File: src/rtl/adh_pkg.sv
`timescale 1ns / 1ps
// ----------------------------------------------------------------------------
// adh_pkg
// shared constants, operation codes and types of the allelic depth histogram
// ----------------------------------------------------------------------------
package adh_pkg;

   localparam int MAX_DEPTH_DEF = 7;
   localparam int KIND_W        = 2;
   localparam int COUNT_W       = 32;
   localparam int TOTAL_W       = 6;
   localparam int BASE_W        = 2;
   localparam int REQ_W         = 8;

   localparam logic [KIND_W-1:0] KIND_ADD   = 2'd0;
   localparam logic [KIND_W-1:0] KIND_READ  = 2'd1;
   localparam logic [KIND_W-1:0] KIND_CLEAR = 2'd2;

   localparam int OP_W = 3;
   localparam logic [OP_W-1:0] OP_ADD   = 3'd0;
   localparam logic [OP_W-1:0] OP_READ  = 3'd1;
   localparam logic [OP_W-1:0] OP_CLEAR = 3'd2;
   localparam logic [OP_W-1:0] OP_BAD   = 3'd3;
   localparam logic [OP_W-1:0] OP_NONE  = 3'd4;

   typedef struct packed {
      logic [OP_W-1:0]    op;
      logic [TOTAL_W-1:0] total;
      logic [BASE_W-1:0]  major;
      logic [BASE_W-1:0]  minor;
   } adh_desc_type;

   typedef struct packed {
      logic init_busy;
      logic pop;
   } adh_stat_type;

endpackage

File: src/rtl/adh_queue.sv
`timescale 1ns / 1ps
// ----------------------------------------------------------------------------
// adh_queue
// two-entry queue of classified beats between front and back
// ----------------------------------------------------------------------------
module adh_queue #(
   parameter int ADDR_W = 12
) (
   input  logic                  clock,
   input  logic                  reset,
   input  logic                  push,
   input  adh_pkg::adh_desc_type push_desc,
   input  logic [ADDR_W-1:0]     push_addr,
   input  logic                  pop,
   output adh_pkg::adh_desc_type head_desc,
   output logic [ADDR_W-1:0]     head_addr,
   output logic                  empty,
   output logic                  full
);
   import adh_pkg::*;

   adh_desc_type      desc_ff [2];
   logic [ADDR_W-1:0] addr_ff [2];
   logic              wr_ptr_ff, wr_ptr_in;
   logic              rd_ptr_ff, rd_ptr_in;
   logic [1:0]        count_ff, count_in;
   logic              do_push, do_pop;

   assign empty   = (count_ff == 2'd0);
   assign full    = (count_ff == 2'd2);
   assign do_push = push && !full;
   assign do_pop  = pop && !empty;

   assign head_desc = desc_ff[rd_ptr_ff];
   assign head_addr = addr_ff[rd_ptr_ff];

   always_comb begin
      wr_ptr_in = wr_ptr_ff ^ do_push;
      rd_ptr_in = rd_ptr_ff ^ do_pop;
      count_in  = count_ff + 2'(do_push) - 2'(do_pop);
   end

   always_ff @(posedge clock) begin
      if (reset) begin
         wr_ptr_ff <= 1'b0;
         rd_ptr_ff <= 1'b0;
         count_ff  <= 2'd0;
      end else begin
         wr_ptr_ff <= wr_ptr_in;
         rd_ptr_ff <= rd_ptr_in;
         count_ff  <= count_in;
      end
   end

   always_ff @(posedge clock) begin
      if (do_push) begin
         desc_ff[wr_ptr_ff] <= push_desc;
         addr_ff[wr_ptr_ff] <= push_addr;
      end
   end

endmodule

File: config.mk
export PLATFORM = sky130hd
export DESIGN_NAME = adh_queue
export DESIGN_NICKNAME = d
export VERILOG_FILES = /design/src/rtl/adh_pkg.sv /design/src/rtl/adh_queue.sv
export SDC_FILE = /design/constraint.sdc
export NUM_CORES = 1
export LEC_CHECK = 0
export ABC_AREA = 0
export BUFFER_PORTS_ARGS = -buffer_cell sky130_fd_sc_hd__buf_4
export CORE_AREA = 2 2 75 77
export CTS_CLUSTER_DIAMETER = 100
export DETAILED_ROUTE_END_ITERATION = 16
export DIE_AREA = 0 0 77 79
export REMOVE_ABC_BUFFERS = 1
export SLEW_MARGIN = 10
export SYNTH_ARGS = -nofsm -noshare
export SYNTH_HDL_FRONTEND = slang
export SYNTH_SLANG_ARGS = --single-unit
export TNS_END_PERCENT = 20
File: constraint.sdc
create_clock -name clock -period 2.6 [get_ports clock]
set_input_delay 0.52 -clock clock [delete_from_list [all_inputs] [get_ports clock]]
set_output_delay 0.52 -clock clock [all_outputs]
set_load 0.01 [all_outputs]
==> out/qor.yml <==
layout:
  area_delta_synth_final_pct: 30.7
  final_cell_area_mm2: 0.00269
  antenna_cells: 0
  drive_gt1_share_pct: 55.8
  nets: 197
  nFillCells: 485
worst_setup_path:
  start_kind: "flop"
  worstSetupEndpointType: "output port"
  cp_max_fo: 16
  crit_start: "rd_ptr_ff"
  cp.required_ps: 2080
  reg2regPathDepth: 4
  critical_path_class: "reg2out"
  r2r-end: "desc_ff[1][8]"
  regToRegStartpoint: "count_ff[0]"
  arrival_ps: 1410
  reg2reg_setup_slack_ps: 890
cts:
  cts_hold_buf: 0
  h-tree-depth: 2
  clock-root-buffer: "clkbuf_8"
  clk_latency_ps: 300
  cts_buffer_depth: 2
  cts_tree: "done"
  cts.clk_slew.worst_paths_ps: 90
  cts_inserted_buffers: 5
  cts_resized: 0
  clock-sinks: 54
  cts_setup_buffers: 0
drt:
  dr.pass1.iters: 3
  vias: 1055
  totalWireLength_mm: 3.47
  viasPerCell: 4.45
  post-route-drc-count: 0
  wl_per_cell_um: 14.7
  drt_iter0_markers: 31
  antenna_left: 0
floorplanning:
  coreArea_mm2: 0.00534
  die-area_mm2: 0.00608
  core.rowCount: 27
  ioPinCount: 56
  start_util_pct: 38.6
  die_w_um: 77
  die_h_um: 79
yosys:
  synth_edf_count: 50
  syn_area_mm2: 0.00206
  yosysSeqAreaShare_pct: 76.8
  synth_area_leaders: "edfxtp_1, mux2_2, dfxtp_1, ha_1, xnor3_1"
  yosys_warnings: 0
  yosysTopAreaCell: "edfxtp_1"
  synth-main-ff-cell: "edfxtp_1"
  synth.most_common_cell: "edfxtp_1"
  synthTopCellsByCount: "edfxtp_1, mux2_2, dfxtp_1, ha_1, nor2_1"
  synth_top_cell_area_share_pct: 72.9
  synth_cell_types: 16
  synth_area_per_cell_um2: 20.4
  async_flop_share_pct: 0
  synth_cells: 101
  synth.ff_latch_count: 54
sta:
  finalClockSkew_ps: 8.72
  setup_viol: 0
  fin_setup_tns_ps: 0
  final_max_slew_viol_count: 0
  tightestPinTransition_ps: 533
  relSlewSlack_pct: 64.5
  worst_hold_slack_ps: 402
  fmax_mhz: 519
  rsz0062_at_grt: "false"
  hold_viol_final: 0
  min_period_ps: 1930
  post-route-period-util_pct: 74.1
  postLayoutSetupSlackWorst_ps: 672
place:
  preCtsSetupSlack_ps: 788
  post_dp_cell_area_mm2: 0.00256
  port_buffers: 55
  dpl.hpwl_mm: 2.62
  gp_congestion: 0.652
grt:
  grt-ovfl-total: 0
  grt_usage_pct: 11.9
  first_global_vias: 1135
  antenna_found_initial: 0
  grt_pass1_wl_mm: 5.41
  grt_max_degree: 22
hold_path:
  hold_depth: 1
  worstHoldStart: "push_addr[1]"
  hold_class: "in2reg"
  whs_endpoint: "addr_ff[0][1]"
power_and_ir_drop:
  power_leakage_uw: 0.00104
  cellPowerDensity_mw_per_mm2: 917
  ir_drop_mv: 0.490
job:
  drv_cap: 0
outcome:
  outcome: "completed"
-- metal layers --
metal,vias to the layer above,global-route usage [%],part of all wire [%]
met2,27,21.9,55
met5,-,0,0
li1,508,-,-
met3,4,3.98,4.9
met1,516,13.0,39
met4,0,3.75,0.81
-- state kept, by name, summed over array words and instances (netlist names) --
signal     cells
desc_ff       26
addr_ff       24
count_ff       2
rd_ptr_ff      1
wr_ptr_ff      1
-- layout make-up --
| type | instances | area [µm²] | share of cell area, % |
|---|---|---|---|
| repair buffers | 59 | 455 | 16.9 |
| clock inverters | 3 | 63.8 | 2.37 |
| well taps | 72 | 90.1 | 3.35 |
| inverters | 3 | 11.3 | 0.418 |
| clock buffers | 5 | 68.8 | 2.56 |
| flip-flops and latches | 54 | 1580 | 58.8 |
| multi-input cells | 41 | 420 | 15.6 |
-- kinds of logic (layout without fill, tap and decap cells) --
logic type               Yosys count  in the layout  synth area share, %
AND/OR/NAND/NOR                    9              9                 2.13
multiplexers                      26             26                 14.4
AO/OA/AOI/OAI                      1              1                0.365
flip-flops                        54             54                 76.8
XOR/XNOR                           1              1                 1.09
adder cells (fa/ha/maj)            4              4                 2.43
buffers and inverters              6             70                 2.79
-- report_power, final --
group / internal, µW / switching (µW) / total (µW)
sequential: 1100 / 39.1 / 1140
clock: 381 / 247 / 627
combinational: 384 / 315 / 700
total: 1870 / 601 / 2470
-- worst max-delay path by stage --
| stage | end | slack, ps | cells after the start |
|---|---|---|---|
| floorplan | head_addr[0] | 790 | 1 |
| global placement | desc_ff[1][0] | 840 | 4 |
| detailed placement | desc_ff[1][0] | 790 | 4 |
| CTS | head_addr[3] | 640 | 3 |
| global route | head_desc[6] | 590 | 3 |
| finish | head_addr[3] | 670 | 3 |
-- layout by cell type (no fill, tap or decap) --
| cell type | n |
|---|---|
| and2_1 | 1 |
| buf_12 | 1 |
| buf_4 | 58 |
| bufinv_16 | 2 |
| clkbuf_8 | 5 |
| clkinv_1 | 1 |
| dfxtp_1 | 4 |
| edfxtp_1 | 50 |
| ha_1 | 4 |
| inv_1 | 3 |
| mux2_2 | 25 |
| mux2_4 | 1 |
| nand2_1 | 1 |
| nand2b_1 | 1 |
| nor2_1 | 4 |
| nor2b_1 | 2 |
| o21a_1 | 1 |
| xnor3_1 | 1 |
-- critical path, cell delays in order, from the launching register on --
cell	delay, ps
dfxtp_1	340
buf_4	250
mux2_2	370
buf_4	140
-- metrics by stage --
step / utilization (%) / power (µW) / cells
2_1_floorplan: - / 1530 / 98
3_3_place_gp: 47.9 / 1850 / 229
3_5_place_dp: 47.9 / 1880 / 229
4_1_cts: 50.4 / 2510 / 237
5_1_grt: 50.4 / 2600 / 237
6_report: 50.4 / 2470 / 237
Power figures use the tool's default switching activity.
