<file path="src/rtl/adh_pkg.sv">
`timescale 1ns / 1ps
// ----------------------------------------------------------------------------
// adh_pkg
// shared constants, operation codes and types of the allelic depth histogram
// ----------------------------------------------------------------------------
package adh_pkg;

   localparam int MAX_DEPTH_DEF = 7;
   localparam int KIND_W        = 2;
   localparam int COUNT_W       = 32;
   localparam int TOTAL_W       = 6;
   localparam int BASE_W        = 2;
   localparam int REQ_W         = 8;

   localparam logic [KIND_W-1:0] KIND_ADD   = 2'd0;
   localparam logic [KIND_W-1:0] KIND_READ  = 2'd1;
   localparam logic [KIND_W-1:0] KIND_CLEAR = 2'd2;

   localparam int OP_W = 3;
   localparam logic [OP_W-1:0] OP_ADD   = 3'd0;
   localparam logic [OP_W-1:0] OP_READ  = 3'd1;
   localparam logic [OP_W-1:0] OP_CLEAR = 3'd2;
   localparam logic [OP_W-1:0] OP_BAD   = 3'd3;
   localparam logic [OP_W-1:0] OP_NONE  = 3'd4;

   typedef struct packed {
      logic [OP_W-1:0]    op;
      logic [TOTAL_W-1:0] total;
      logic [BASE_W-1:0]  major;
      logic [BASE_W-1:0]  minor;
   } adh_desc_type;

   typedef struct packed {
      logic init_busy;
      logic pop;
   } adh_stat_type;

endpackage

</file>
<file path="src/rtl/adh_front.sv">
`timescale 1ns / 1ps
// ----------------------------------------------------------------------------
// adh_front
// classifies an accepted beat: range check, bin address, depth sum and alleles
// ----------------------------------------------------------------------------
module adh_front #(
   parameter int MAX_DEPTH = adh_pkg::MAX_DEPTH_DEF
) (
   input  logic                                 accept,
   input  logic [adh_pkg::KIND_W-1:0]           req_kind,
   input  logic [adh_pkg::REQ_W-1:0]            req_count_a,
   input  logic [adh_pkg::REQ_W-1:0]            req_count_c,
   input  logic [adh_pkg::REQ_W-1:0]            req_count_g,
   input  logic [adh_pkg::REQ_W-1:0]            req_count_t,
   output logic                                 push,
   output adh_pkg::adh_desc_type                desc,
   output logic [4*$clog2(MAX_DEPTH+1)-1:0]     addr
);
   import adh_pkg::*;

   localparam int DEPTH_W = $clog2(MAX_DEPTH + 1);

   logic                 bad;
   logic [DEPTH_W-1:0]   d_a, d_c, d_g, d_t;
   logic [BASE_W-1:0]    major, minor;

   function automatic logic [2*BASE_W-1:0] alleles(input logic [DEPTH_W-1:0] d0,
                                                   input logic [DEPTH_W-1:0] d1,
                                                   input logic [DEPTH_W-1:0] d2,
                                                   input logic [DEPTH_W-1:0] d3);
      logic [DEPTH_W-1:0] v [4];
      logic [DEPTH_W-1:0] top;
      logic [DEPTH_W-1:0] low;
      logic [3:0]         eq;
      logic [BASE_W-1:0]  maj;
      logic [BASE_W-1:0]  mnr;
      logic               found;
      v[0] = d0;
      v[1] = d1;
      v[2] = d2;
      v[3] = d3;
      top = '0;
      for (int i = 0; i < 4; i++) begin
         if (v[i] > top) begin
            top = v[i];
         end
      end
      for (int i = 0; i < 4; i++) begin
         eq[i] = (v[i] == top);
      end
      maj = eq[0] ? 2'd0 : eq[1] ? 2'd1 : eq[2] ? 2'd2 : 2'd3;
      mnr = 2'd3;
      found = 1'b0;
      for (int i = 0; i < 4; i++) begin
         if (eq[i] && (BASE_W'(i) != maj) && !found) begin
            mnr = BASE_W'(i);
            found = 1'b1;
         end
      end
      if (!found) begin
         low = '0;
         for (int i = 0; i < 4; i++) begin
            if (v[i] < top && v[i] > low) begin
               low = v[i];
            end
         end
         mnr = (v[0] == low) ? 2'd0 : (v[1] == low) ? 2'd1 : (v[2] == low) ? 2'd2 : 2'd3;
      end
      return {maj, mnr};
   endfunction

   assign bad = (req_count_a > REQ_W'(MAX_DEPTH)) || (req_count_c > REQ_W'(MAX_DEPTH))
             || (req_count_g > REQ_W'(MAX_DEPTH)) || (req_count_t > REQ_W'(MAX_DEPTH));

   assign d_a = req_count_a[DEPTH_W-1:0];
   assign d_c = req_count_c[DEPTH_W-1:0];
   assign d_g = req_count_g[DEPTH_W-1:0];
   assign d_t = req_count_t[DEPTH_W-1:0];

   assign {major, minor} = alleles(d_a, d_c, d_g, d_t);

   always_comb begin
      push       = accept;
      addr       = {d_a, d_c, d_g, d_t};
      desc.total = TOTAL_W'(d_a) + TOTAL_W'(d_c) + TOTAL_W'(d_g) + TOTAL_W'(d_t);
      desc.major = major;
      desc.minor = minor;
      unique case (req_kind)
         KIND_ADD:   desc.op = bad ? OP_BAD : OP_ADD;
         KIND_READ:  desc.op = bad ? OP_BAD : OP_READ;
         KIND_CLEAR: desc.op = OP_CLEAR;
         default:    desc.op = OP_NONE;
      endcase
   end

endmodule

</file>
<file path="config.mk">
export PLATFORM = sky130hd
export DESIGN_NAME = adh_front
export DESIGN_NICKNAME = d
export VERILOG_FILES = /design/src/rtl/adh_pkg.sv /design/src/rtl/adh_front.sv
export SDC_FILE = /design/constraint.sdc
export NUM_CORES = 1
export LEC_CHECK = 0
export ABC_AREA = 1
export BUFFER_PORTS_ARGS = -buffer_cell sky130_fd_sc_hd__buf_4
export CORE_UTILIZATION = 33
export DETAILED_ROUTE_END_ITERATION = 16
export PLACE_DENSITY_LB_ADDON = 0.1
export SYNTH_ARGS = -nofsm -noshare
export SYNTH_HDL_FRONTEND = slang
export SYNTH_SLANG_ARGS = --single-unit
</file>
<file path="constraint.sdc">
create_clock -name vclk -period 10.2
set_input_delay 2.04 -clock vclk [all_inputs]
set_output_delay 2.04 -clock vclk [all_outputs]
set_load 0.005 [all_outputs]
</file>
==> results.txt, run 1 <==
The die covers 0.00562 mm^2. The vias per cell is 5.02. The sequential cells in the finished layout cover a total of 0 um^2.

The final setup TNS came out at -296 ps. The instance count of the mapped netlist is 263. The total global routing overflow came out at 0. The detailed-placement wirelength estimate is 4760 um. The maximum number of pins on one net before global-route repair is 9. The arrival time of the worst setup path is 8340 ps. The placed cell area is 0.00250 mm^2. STA puts the critical path data required time at 8160 ps.

The via count of the first global-routing pass came out at 2084. STA classifies the critical path endpoint as an output pin. On the critical path the largest part of the delay comes from simple AND/OR/NAND/NOR gates. The critical path in this run is classified as in2out. The number of max-slew violations in the final report came out at 0. The summed instance area of the synthesized netlist is 0.00176 mm^2. There are 0 flip-flops and latches. The initial cell density of the core is 34.4%.

Across all setup checks in the final design, the least slack found is -179 ps. After detailed routing, no signal wire sits above met4. The average wire per standard cell is 15.0 um.

The vertical die dimension is 74.9 um. 0 antenna diodes ended up in the layout. The layout cell share with drive strength beyond 1 is 64.4%. The detailed router finished its first iteration with 89 violations. The number of antenna violations at the first check in global routing came out at 0. The post-route clock period utilization came out at 102%.

The total iterations of the first detailed-routing run is 4. The layout net count is 453. The largest single stage delay on the critical path is 330 ps.

The maximum fanout along the worst path came out at 5. The number of maximum-capacitance violations came out at 0. The critical path contains buffers and inverters numbering 8 combined. The upper clock frequency limit is 96.3 MHz. The worst setup path is launched from an input pin. The floorplan has 26 rows. Setup violations remaining at the end of the flow were counted as 2. The remaining design rule violation count came out at 0.

The run finished, with violations left. The length of routed met3 wiring is 386 um. The net count after synthesis came out at 338. In this run the static leakage power is 1.62 nW. The final wirelength is 6680 um. The clock tree buffer count of the final layout is 0.

Relative to the synthesized area, the layout overhead comes to 85.5%. The count of input and output buffers is 58. The worst min-delay path category is in2out. For this design, the slowest cell found on the critical path is ha_1.

The distinct cell type count of the synthesized netlist is 32. The number of hold violations in the final report is 0. The count of warnings emitted by yosys came out at 0. The power density over cell area is 318 mW/mm^2. The maximum VDD drop came out at 0.170 mV. The total routing resource utilization after global routing is 23.5%.

In this run the remaining antenna-violating nets after routing total 0. The wire length of the first global-routing pass is 9900 um. The detailed router put a total of 2890 um of wire on met1.

Averaged over all synthesized cells, the footprint is 6.67 um^2. The chip width is 74.9 um. The routed length on met2 is 3220 um. The post-synthesis sequential area ratio came out at 0%. The final estimated routing congestion in global placement is 0.892. The placeable core region is 0.00511 mm^2.

Setup repair after global routing could not meet its margin everywhere. The post-layout minimum cycle time came out at 10380 ps. Once layout is done, the placed cells without fillers occupy 0.00326 mm^2. The checks that failed: negative setup slack.

The number of ports placed on the die boundary is 61. Across all layers, the routed design uses 2240 vias.
## where the power goes
| part | leakage (nW) | total [mW] | internal, mW | switching [mW] |
|---|---|---|---|---|
| clock | 0 | 0 | 0 | 0 |
| combinational | 1.62 | 1.04 | 0.484 | 0.553 |
| sequential | 0 | 0 | 0 | 0 |
## worst paths after layout
kind	startpoint	end	slack [ps]	cells after the start
worst max-delay path	req_count_a[2]	desc[0]	-180	47
worst min-delay path	accept	push	4080	0
## final cells by class
class	instances	area (um^2)
multi-input cells	222	2070
inverters	26	110
repair buffers	128	987
fillers	419	1850
well taps	70	87.6
## per-layer routing
metal | vias up | track usage, %
met4 | 0 | 8.39
met5 | - | 0
met1 | 1015 | 30.8
li1 | 1119 | -
met3 | 18 | 1.07
met2 | 88 | 41.0
## cells in the final DEF, fill, tap and decap left out, types with 2 or more instances in the layout
cell type	synthesis	routed
fa_1	6	6
ha_1	34	21
nand2_1	63	34
ha_4	0	13
buf_4	14	122
o21ai_4	0	3
o21ai_2	0	10
nand4_1	8	8
nor2_2	3	3
inv_4	0	3
nor3_4	1	2
nand3_2	12	22
buf_6	0	5
a21oi_1	7	3
nand2_4	2	15
or4_1	3	3
inv_2	4	3
nor2_1	14	14
nand2_2	9	24
nand3_1	32	17
nand3_4	1	6
nor4_1	3	3
a21oi_2	0	3
a21oi_4	1	2
inv_1	21	19
## per-stage QoR
| stage | hold WS, ps | util [%] | std cells | setup WS (ps) | power (mW) |
|---|---|---|---|---|---|
| final | 4080 | 63.8 | 446 | -179 | 1.04 |
| after global routing | 4080 | 63.8 | 446 | -643 | 1.13 |
| after CTS | 4080 | 56.9 | 436 | -233 | 0.858 |
| after detailed placement | 4080 | 48.9 | 420 | -647 | 0.702 |
| after global placement | 4080 | 48.9 | 420 | -528 | 0.698 |
| after floorplan | 4110 | - | 263 | 34.6 | 0.445 |
## cells in the mapped netlist (all sizes together)
| cell type | number | share of area, % |
|---|---|---|
| a21boi | 1 | 0.43 |
| a21oi | 8 | 2.9 |
| buf | 15 | 6.3 |
| clkinv | 1 | 0.50 |
| conb | 1 | 0.21 |
| fa | 6 | 6.8 |
| ha | 34 | 24 |
| inv | 25 | 5.3 |
| nand2 | 74 | 18 |
| nand3 | 45 | 17 |
| nand3b | 1 | 0.43 |
| nand4 | 8 | 2.9 |
| nor2 | 19 | 5.8 |
| nor3 | 2 | 1.5 |
| nor4 | 3 | 1.1 |
| o2111ai | 1 | 0.50 |
| o21ai | 14 | 4.0 |
| or2 | 1 | 0.36 |
| or4 | 3 | 1.3 |
| xnor2 | 1 | 0.50 |
## kinds of logic after synthesis
group	count (synthesis)	share of synthesized area, %
other cells	1	0.214
buf+inv	41	12.1
simple gates	156	48.3
xor+xnor	1	0.499
fa+ha+maj	40	31.1
compound gates	24	7.84
## what timing repair did
item                                    in CTS  in global routing
resized for setup                           65                 53
setup buffers                               16                 10
pin swaps                                   32                 52
hold buffers                                 0                  0
endpoints found under the setup margin       2                  2
(Power assumes the default switching activity.)
==> run 2: changes to the inputs <==
--- a/config.mk
+++ b/config.mk
@@ -6,7 +6,7 @@
 export NUM_CORES = 1
 export LEC_CHECK = 0
 export ABC_AREA = 1
-export BUFFER_PORTS_ARGS = -buffer_cell sky130_fd_sc_hd__buf_4
+export BUFFER_PORTS_ARGS = -buffer_cell sky130_fd_sc_hd__buf_2
 export CORE_UTILIZATION = 33
 export DETAILED_ROUTE_END_ITERATION = 16
 export PLACE_DENSITY_LB_ADDON = 0.1
==> run 2 against run 1 <==
Against the previous run: the flow still finishes with violations (negative setup slack); utilization is 5.4 points lower; hold slack stayed put; worst setup slack better by 46 ps; die area stayed put; count of clock-buffer cells in the layout stayed put; via count is 2.7% lower; fmax is 0.44% higher; critical path type unchanged; design area is 8.5% lower; power is 10% lower; critical endpoint unchanged.
==> results.txt, run 2 (synthesized netlist as in run 1, its figures left out) <==
The number of antenna violations at the first check in global routing came out at 0 (unchanged). The maximum VDD drop came out at 0.173 mV (+1.6%). The final worst hold slack came to 4080 ps (unchanged). The power density over cell area is 313 mW/mm^2 (-1.7%).

The worst-case setup margin in the final layout is -133 ps (+45.9 ps). The placeable core region is 0.00511 mm^2 (unchanged). The upper clock frequency limit came out at 96.8 MHz (+0.44%).

The largest stage delay on the critical path came to 330 ps (about the same). The vias per cell is 5.02 (about the same). The multi-input gate area in the final layout is 0.00202 mm^2 (-2.4%). The number of antenna-violating nets in the routed design is 0 (unchanged). The number of buffers inserted for hold repair after clock tree synthesis came out at 0 (unchanged). The number of setup violations in the final report is 2 (unchanged). The wire length of the first global-routing pass came out at 9650 um (-2.5%). The endpoint kind of the worst setup timing path is an output pin.

The number of hold violations in the final report is 0 (unchanged). The final wirelength came out at 6310 um (-5.7%). The maximum fanout along the worst path came to 5 (unchanged). The library cell contributing the largest single delay on the critical path is ha_4. The average wire per standard cell is 14.5 um (-3.0%). The sequential cell count of the final layout came out at 0 (unchanged). The launching element type of the critical path is an input pin. The power after layout was 933 uW (-10%). The library cell used most frequently in the layout, excluding fill and tap cells, is buf_4.

The run finished, with violations left. The post-layout minimum cycle time came out at 10330 ps (-45.9 ps). The number of inserted diodes is 0 (unchanged). The first-iteration detailed-routing DRC count is 72 (-19%). The via count of the first global-routing pass is 2049 (-1.7%).

The sequential standard cell area came out at 0 um^2 (unchanged). The vertical die dimension came out at 74.9 um (unchanged). The number of fill cells came out at 492 (+17%). The static leakage power is 1.47 nW (-9.2%). The die footprint is 0.00562 mm^2 (unchanged).

The start-to-end type of the worst setup path is in2out. The via total after detailed routing is 2179 (-2.7%). The count of input and output buffers is 58 (unchanged). The required time reported for the critical path endpoint is 8160 ps (about the same). The maximum number of pins on one net before global-route repair is 9 (unchanged). The layout overhead on the synthesized area came out at 69.8%.

The layout cell share with drive strength beyond 1 came out at 61.3% (-3.1 points). The clock tree buffer count of the final layout came out at 0 (unchanged). The post-route clock period utilization came out at 101% (-0.45 points). The worst min-delay path category is in2out. The chip width is 74.9 um (unchanged). In the layout the commonest cells are buf_4, buf_2, nand2_1.

The most critical setup path has its endpoint at desc[0]. The number of maximum-capacitance violations came to 0 (unchanged). The initial cell density of the core was 34.4% (unchanged). The final estimated routing congestion in global placement was 0.868 (-2.7%). Setup repair after global routing could not meet its margin everywhere. The count of standard-cell rows came out at 26 (unchanged).

The number of max-slew violations in the final report is 0 (unchanged). The total routing resource utilization after global routing is 22.8% (-0.74 points). The arrival time of the worst setup path is 8290 ps (-50 ps). The layout net count is 441 (-2.6%). The number of ports placed on the die boundary came out at 61 (unchanged). The final reports fail on negative setup slack.

The remaining design rule violation count came to 0 (unchanged). In this run the worst setup path begins at req_count_a[2]. The total iterations of the first detailed-routing run is 4 (unchanged). The total global routing overflow came out at 0 (unchanged). The detailed-placement wirelength estimate is 4800 um (+0.82%).
## run 2: cell count changes in the layout (fill, tap and decap cells not counted), sizes merged
cell	change
buf	-12
## run 2: area by class of cell
| type | count | area share (%) |
|---|---|---|
| well taps | 70 | 2.94 |
| multi-input cells | 222 | 67.9 |
| inverters | 26 | 3.61 |
| repair buffers | 116 | 25.6 |
## run 2: what timing repair did
action / 4_1_cts / 5_1_grt
setup buffers: 12 / 5
endpoints found under the setup margin: 2 / 2
pin swaps: 35 / 34
resized for setup: 62 / 43
cloned: 0 / 0
## run 2: metrics by stage
step           setup WS (ps)  instance area (um^2)  setup TNS (ps)  std cells  utilization (%)
3_5_place_dp            -645                  2340           -1250        418             45.8
4_1_cts                -77.9                  2710            -120        429             53.1
2_1_floorplan           34.6                  1760               0        263                -
3_3_place_gp            -668                  2340           -1300        418             45.8
6_report                -133                  2980            -249        434             58.4
5_1_grt                 -476                  2980            -951        434             58.4
## run 2: worst min-delay path by stage
stage | start | end | cells past startpoint
final | accept | push | 0
after global routing | accept | push | 0
after CTS | accept | push | 0
after detailed placement | accept | push | 0
after global placement | accept | push | 0
after floorplan | req_kind[1] | desc[10] | 1
## run 2: critical path: cells and delay by family
kind	cells	cell delay (ps)
adder cells (fa/ha/maj)	7	1790
buffers and inverters	6	500
AND/OR/NAND/NOR	28	2770
AO/OA/AOI/OAI	8	1180
## run 2: power by group
part	switching [mW]	internal, mW	leakage, nW
clock network	0	0	0
registers	0	0	0
logic	0.503	0.429	1.47
total	0.503	0.429	1.47
## run 2: routing by layer
layer  vias to the layer above  GRT usage (%)  wire (um)  share of wire [%]
met5                         -              0          0                  0
met4                         0           4.61        165                2.6
met3                        16          0.803        211                3.3
met2                        55           41.8       3050                 48
met1                      1016           29.6       2880                 46
li1                       1092              -          -                  -
==> run 3: changes to the inputs <==
--- a/config.mk
+++ b/config.mk
@@ -7,6 +7,7 @@
 export LEC_CHECK = 0
 export ABC_AREA = 1
 export BUFFER_PORTS_ARGS = -buffer_cell sky130_fd_sc_hd__buf_2
+export CORE_MARGIN = 8
 export CORE_UTILIZATION = 33
 export DETAILED_ROUTE_END_ITERATION = 16
 export PLACE_DENSITY_LB_ADDON = 0.1
==> run 3 against run 2 <==
Against the previous run: the flow still finishes with violations (negative setup slack); utilization is 2.3 points higher; die area up 41%; final cell count grew 0.69%; power grew 2.4%; sequential cell count did not move; first-iteration DRC count is 53% higher; worst setup slack worse by 25 ps; combinational power up 2.4%; critical path depth grew 1; routed wire length increased by 10%; critical endpoint unchanged.
==> results.txt, run 3 (synthesized netlist as in run 1, its figures left out) <==
The sequential cell count of the final layout is 0 (unchanged). Setup repair after global routing could not meet its margin everywhere. The static leakage power is 1.53 nW (+3.9%).

The die footprint came out at 0.00791 mm^2 (+41%). The chip width is 88.9 um (+19%). After global routing, the most crowded layer is met2.

The first-iteration detailed-routing DRC count is 110 (+53%). The final reports fail on negative setup slack. The power after layout is 955 uW (+2.4%). The total iterations of the first detailed-routing run came out at 6 (+2). The wire length of the first global-routing pass came out at 10600 um (+10%).

The detailed-placement wirelength estimate came out at 4990 um (+3.8%). STA classifies the critical path endpoint as an output pin. The number of maximum-capacitance violations is 0 (unchanged).

The leading cell type in the layout, fill and taps excluded is buf_4. The number of inserted diodes came out at 0 (unchanged). The hold path endpoint is push.

The worst-case setup margin in the final layout came out at -158 ps (-25.4 ps). The global routing met3 resource utilization was 1.65% (+0.85 points). The post-layout minimum cycle time is 10360 ps (+25.4 ps).

The placed cell area came to 0.00234 mm^2 (-0.11%). The final setup TNS is -291 ps (-42.1 ps). On the critical path, the stage with the largest delay is an instance of ha_4.

In the layout the commonest cells are buf_4, buf_2, nand2_1. The number of buffers inserted for hold repair after clock tree synthesis is 0 (unchanged). The cell that appears most often on the critical path is nand2_2.

The worst min-delay path category is in2out. The via total after detailed routing came to 2228 (+2.2%). The number of antenna-violating nets in the routed design came out at 0 (unchanged). The cell depth of the worst hold path is 0 (unchanged). The flow ran to the end, but the final reports show violations. The largest stage delay on the critical path came out at 330 ps (about the same).

The layout cell share with drive strength beyond 1 is 63.5% (+2.2 points). The average wire per standard cell is 15.9 um (+9.2%). By startpoint and endpoint, the worst setup path is classified as in2out. The maximum VDD drop is 0.188 mV (+8.8%). The final estimated routing congestion in global placement came to 0.913 (+5.2%). In this run the most critical hold path is launched from accept. The number of hold violations in the final report came to 0 (unchanged).

The number of ports placed on the die boundary is 61 (unchanged). The via count of the first global-routing pass came out at 2168 (+5.8%). The required time reported for the critical path endpoint is 8160 ps (about the same). The global-route met2 utilization came out at 29.3% (-13 points).

The power density over cell area came out at 308 mW/mm^2 (-1.5%). The remaining design rule violation count came out at 0 (unchanged). The layout net count is 444 (+0.68%). The clock tree buffer count of the final layout is 0 (unchanged). The maximum fanout along the worst path is 6 (+1). The cell count after placement is 416 (-0.48%). The count of input and output buffers came out at 58 (unchanged). The count of standard-cell rows is 26 (unchanged).

The number of max-slew violations in the final report came out at 0 (unchanged). The maximum number of pins on one net before global-route repair came out at 9 (unchanged). The placeable core region came out at 0.00511 mm^2 (unchanged). The post-route cell area came out at 0.00310 mm^2 (+4.0%). The initial cell density of the core is 34.4% (unchanged).

The total global routing overflow is 0 (unchanged). The vertical die dimension is 88.9 um (+19%). The worst setup path is launched from an input pin. The vias per cell is 5.10 (+1.5%). Compared with the post-synthesis result, the final layout area differs by 76.6%. The arrival time of the worst setup path is 8320 ps (+30 ps). The number of antenna violations at the first check in global routing was 0 (unchanged).

The post-route clock period utilization came out at 102% (+0.25 points). The number of setup violations in the final report came to 2 (unchanged). The non-filler instance count after layout is 437 (+0.69%).

The sequential standard cell area came out at 0 um^2 (unchanged). The upper clock frequency limit was 96.5 MHz (-0.24%). The total routing resource utilization after global routing is 16.5% (-6.3 points). The final wirelength is 6930 um (+10%).

The met1 layer usage reported by global route came out at 21.2% (-8.4 points).
## run 3: stage by stage
step | hold WS (ps) | utilization [%] | worst slack (ps)
after global routing | 4080 | 60.7 | -567
final | 4080 | 60.7 | -158
after global placement | 4080 | 45.7 | -576
after CTS | 4080 | 55.1 | -103
after detailed placement | 4080 | 45.7 | -644
after floorplan | 4110 | - | 34.6
## run 3: how the worst max path moves through the flow
stage | startpoint | to | slack (ps)
global route | req_count_a[2] | desc[0] | -570
finish | req_count_a[2] | desc[0] | -160
CTS | req_count_a[2] | desc[0] | -100
floorplan | req_count_a[2] | desc[0] | 30
detailed placement | req_count_a[2] | desc[1] | -640
global placement | req_count_a[2] | desc[1] | -580
## run 3: final cells by class
cell class         instances  area, um^2
multi-input cells        222        2110
fillers                  458        2010
repair buffers           119         793
inverters                 26         113
well taps                 70        87.6
## run 3: repair_timing
action / 4_1_cts / 5_1_grt
resized for setup: 70 / 49
pin swaps: 51 / 48
setup buffers: 15 / 6
cloned: 0 / 0
setup endpoints to repair: 2 / 2
## run 3: report_power, final
group / leakage (nW) / switching (mW) / internal, mW / total [mW]
clock network: 0 / 0 / 0 / 0
logic: 1.53 / 0.521 / 0.434 / 0.955
registers: 0 / 0 / 0 / 0
## run 3: metal layers
layer  share of wire, %  up-vias
li1                   -     1098
met1                 43     1044
met2                 46       72
met3                8.4       14
met4                2.2        0
met5                  0        -
## run 3: critical path: cells and delay by family
family / cells / cell delay [ps]
adders and majority gates: 7 / 1820
buffers and inverters: 6 / 620
and+or+nand+nor: 29 / 2760
AOI/OAI and AO/OA: 8 / 1060
